### src/hw/rtl/fltq31_pkg.sv
`timescale 1ns / 1ps
// ---------------------------------------------------------------------------
// fltq31_pkg
// Shared constants and types for the Q31 FIR lattice filter.
// ---------------------------------------------------------------------------
package fltq31_pkg;

    // Number of lattice cells in the chain (1..8)
    localparam int NUM_STAGES = 8;
    // Sample and coefficient width, Q31 fractional shift
    localparam int DATA_W     = 32;
    localparam int Q_SHIFT    = 31;
    localparam int PROD_W     = 2 * DATA_W;
    // Width of the configuration register index
    localparam int CFG_IDX_W  = 8;

    // Data handed from one cell to the next: forward and backward path
    typedef struct packed {
        logic              valid;
        logic [DATA_W-1:0] f;
        logic [DATA_W-1:0] g;
    } lat_link_t;

endpackage

### src/hw/rtl/fltq31_coef_regs.sv
`timescale 1ns / 1ps
// ---------------------------------------------------------------------------
// fltq31_coef_regs
// Reflection coefficient registers, one per lattice cell.
// ---------------------------------------------------------------------------
module fltq31_coef_regs
    import fltq31_pkg::*;
(
    input  logic                              aclk,
    input  logic                              aresetn,
    input  logic                              wr_en,
    input  logic [CFG_IDX_W-1:0]              wr_index,
    input  logic [DATA_W-1:0]                 wr_data,
    output logic [NUM_STAGES-1:0][DATA_W-1:0] coef
);

    logic [NUM_STAGES-1:0][DATA_W-1:0] coef_reg;

    // Decode the index; writes beyond the last cell are dropped
    always_ff @(posedge aclk) begin
        if (!aresetn) begin
            coef_reg <= '0;
        end else if (wr_en) begin
            for (int i = 0; i < NUM_STAGES; i++) begin
                if (wr_index == CFG_IDX_W'(i)) begin
                    coef_reg[i] <= wr_data;
                end
            end
        end
    end

    assign coef = coef_reg;

endmodule

### config.mk
export PLATFORM = sky130hd
export DESIGN_NAME = fltq31_coef_regs
export DESIGN_NICKNAME = d
export VERILOG_FILES = /design/src/hw/rtl/fltq31_pkg.sv /design/src/hw/rtl/fltq31_coef_regs.sv
export SDC_FILE = /design/constraint.sdc
export NUM_CORES = 1
export LEC_CHECK = 0
export BUFFER_PORTS_ARGS = -buffer_cell sky130_fd_sc_hd__buf_2
export CAP_MARGIN = 20
export CORE_UTILIZATION = 45
export CTS_CLUSTER_DIAMETER = 200
export DETAILED_ROUTE_END_ITERATION = 6
export PLACE_DENSITY = 0.82
export SETUP_SLACK_MARGIN = 0.2
export SKIP_LAST_GASP = 1
export SLEW_MARGIN = 10
export SYNTH_ARGS = -nofsm -noshare
export SYNTH_HDL_FRONTEND = slang
export SYNTH_SLANG_ARGS = --single-unit
### constraint.sdc
create_clock -name aclk -period 2.75 [get_ports aclk]
set_clock_uncertainty 0.1 [all_clocks]
set_input_delay 0.1375 -clock aclk [delete_from_list [all_inputs] [get_ports aclk]]
set_output_delay 0.1375 -clock aclk [all_outputs]
set_load 0.01 [all_outputs]
==> impl_metrics.toml <==
[worst_setup_path]
reg2reg_to = "coef[154]$_SDFFE_PN0P_"
end_kind = "register"
critical_path.endpoint = "coef[72]$_SDFFE_PN0P_"
reg2reg_slack_ns = 1.97
worstRegToRegCells = 2
crit_fanout = 22
worstReg2RegStart = "coef[154]$_SDFFE_PN0P_"
worstSetupStartpoint = "wr_index[5]"
worstSetupPathType = "input port to register"
arrival_ns = 2.11
crit_required_ns = 3.03
startpoint_type = "input port"

[cts]
ctsResizeCount = 0
cts.path.max_buffers = 3
insertion_delay_ns = 0.51
cts_buffers = 26
tritoncts = "built"
cts.sinks = 256
cts_setup_buffers = 0
cts_max_level = 1
hold_buffers = 6
clk_pin_slew_ns = 0.06
clockRootBuffer = "clkbuf_16"

[timing]
min_period_ns = 1.83
rsz0062_at_grt = "false"
setup_viol = 0
finalHoldViolCount = 0
max_slew_margin_pct = 54.2
max_freq_mhz = 546
post-route-period-util_pct = 66.6
worstMarginPinSlew_ns = 0.688
finalSetupTns_ns = 0
drv_slew = 0

[logic_synthesis]
synth_cell_types = 20
synth_nets = 918
synth.cell_area_mm2 = 0.00919
yosys_warnings = 0
avgSynthCellArea_um2 = 10.5
synth_seq_cells = 256
synth.yosys.seq_area_share_pct = 55.8
synth_top_area_share_pct = 55.8
yosys-top-cells-area = "dfxtp_1 (56%), mux2i_1 (28%), nand2_1 (12%)"
yosysTopAreaCell = "dfxtp_1"
synthCells = 875

[power]
power.density_mw_per_mm2 = 628
peakVddDrop_uv = 370
power_leakage_nw = 6.32

[job]
maxCapViolCount = 0

[grt]
grt_pass1_wl_mm = 40.2
grt_pass1_vias = 7353
grt_max_degree = 59
globalRouteOverflowTotal = 0
antenna_found_initial = 2
track_usage_pct = 23.9

[die]
die_h_um = 145
fp.dieArea_mm2 = 0.0210
initial_core_util_pct = 46.6
row_count = 51
core_region_area_mm2 = 0.0197
pin_count = 299
die_w_um = 145

[route]
drt-pass1-iter-count = 5
finalWirelength_mm = 25.9
dr.first_iter.drc_count = 256
num_vias = 7364
via_per_inst = 5.05
drtAntennaViolNets = 0
wire_per_inst_um = 17.7
drc = 0

[layout]
syn2layout_area_growth_pct = 29.5
nNetsFinal = 1217
largest_reg_flops = 256
layout-drive-gt1-share_pct = 31.2
final_area_mm2 = 0.0119

[worst_hold_path]
hp-class = "input port to register"

[status]
status = "completed"

[place]
placed_area_mm2 = 0.0110
dp_hpwl_mm = 17.2
place_congestion = 0.798
numPortBuffers = 298
## power breakdown
group,internal [mW],switching (mW),total [mW]
clock network,2.11,1.40,3.52
registers,3.71,0.00235,3.71
logic,0.0666,0.175,0.241
## layer usage
metal	global-route usage, %	vias to the layer above	share of wire (%)	routed length, um
li1	-	3495	-	-
met4	10.1	0	3.6	920
met3	5.22	67	6.8	1760
met5	0	-	0	0
met1	28.2	3516	41	10700
met2	41.5	286	48	12500
## cell type report
cell class	instances	area, um2
diodes	2	5.00
clock buffers	39	811
clock inverters	6	57.6
fillers	1622	7820
inverters	1	3.75
multi-input cells	558	3780
flip-flops and latches	256	5120
well taps	265	332
repair buffers	331	1790
## critical path: stages
cell and delay [ns]:
buf_2 0.10, or4_1 0.72, or4_2 0.69, buf_4 0.29, mux2i_1 0.17
## synth_stat cells
master,count
buf_1,14
buf_12,3
buf_2,10
buf_6,1
clkbuf_1,32
dfxtp_1,256
inv_1,1
mux2i_1,256
nand2_1,289
nand3_1,1
nand3b_1,1
nand4_1,2
nand4b_1,1
nor2_1,1
nor3_2,1
nor3b_1,1
nor4_1,1
nor4_4,1
nor4b_4,1
or4_1,2
## layout by cell type, fill, tap and decap left out, types with 2 or more instances in the layout
| cell type | instances |
|---|---|
| dlygate4sd3_1 | 6 |
| clkbuf_8 | 10 |
| nand2_1 | 289 |
| buf_2 | 297 |
| clkbuf_1 | 3 |
| mux2i_1 | 256 |
| buf_12 | 2 |
| clkbuf_16 | 27 |
| nand4_1 | 2 |
| clkinv_2 | 4 |
| diode_2 | 2 |
| buf_4 | 25 |
| dfxtp_1 | 256 |
## worst min-delay path by stage
stage	endpoint	slack, ns	startpoint	cells after the start
floorplan	coef[64]$_SDFFE_PN0P_	0.32	wr_data[0]	2
global route	coef[158]$_SDFFE_PN0P_	0.03	aresetn	3
CTS	coef[21]$_SDFFE_PN0P_	0.00005	wr_data[21]	3
detailed placement	coef[239]$_SDFFE_PN0P_	0.34	coef[239]$_SDFFE_PN0P_	2
global placement	coef[214]$_SDFFE_PN0P_	0.34	coef[214]$_SDFFE_PN0P_	2
finish	coef[21]$_SDFFE_PN0P_	0.008	wr_data[21]	3
## cell families (layout without fill, tap and decap cells)
logic type	count (synthesis)	after routing	share of synthesized area [%]
simple gates	302	302	13.1
mux	256	256	27.9
buf+inv	61	377	3.24
flops	256	256	55.8
other cells	0	2	0
## stage by stage
stage | std cells | util [%] | hold slack, ns | setup slack (ns) | power, mW
after CTS | 1456 | 60.3 | 0.0000546 | 0.942 | 7.52
after detailed placement | 1405 | 55.6 | 0.343 | 0.398 | 4.03
final | 1458 | 60.4 | 0.00809 | 0.920 | 7.47
after floorplan | 875 | - | 0.316 | 0.840 | 3.92
after global placement | 1405 | 55.6 | 0.339 | 0.431 | 4.03
after global routing | 1457 | 60.4 | 0.0282 | 0.853 | 7.69
(Power assumes the default switching activity.)
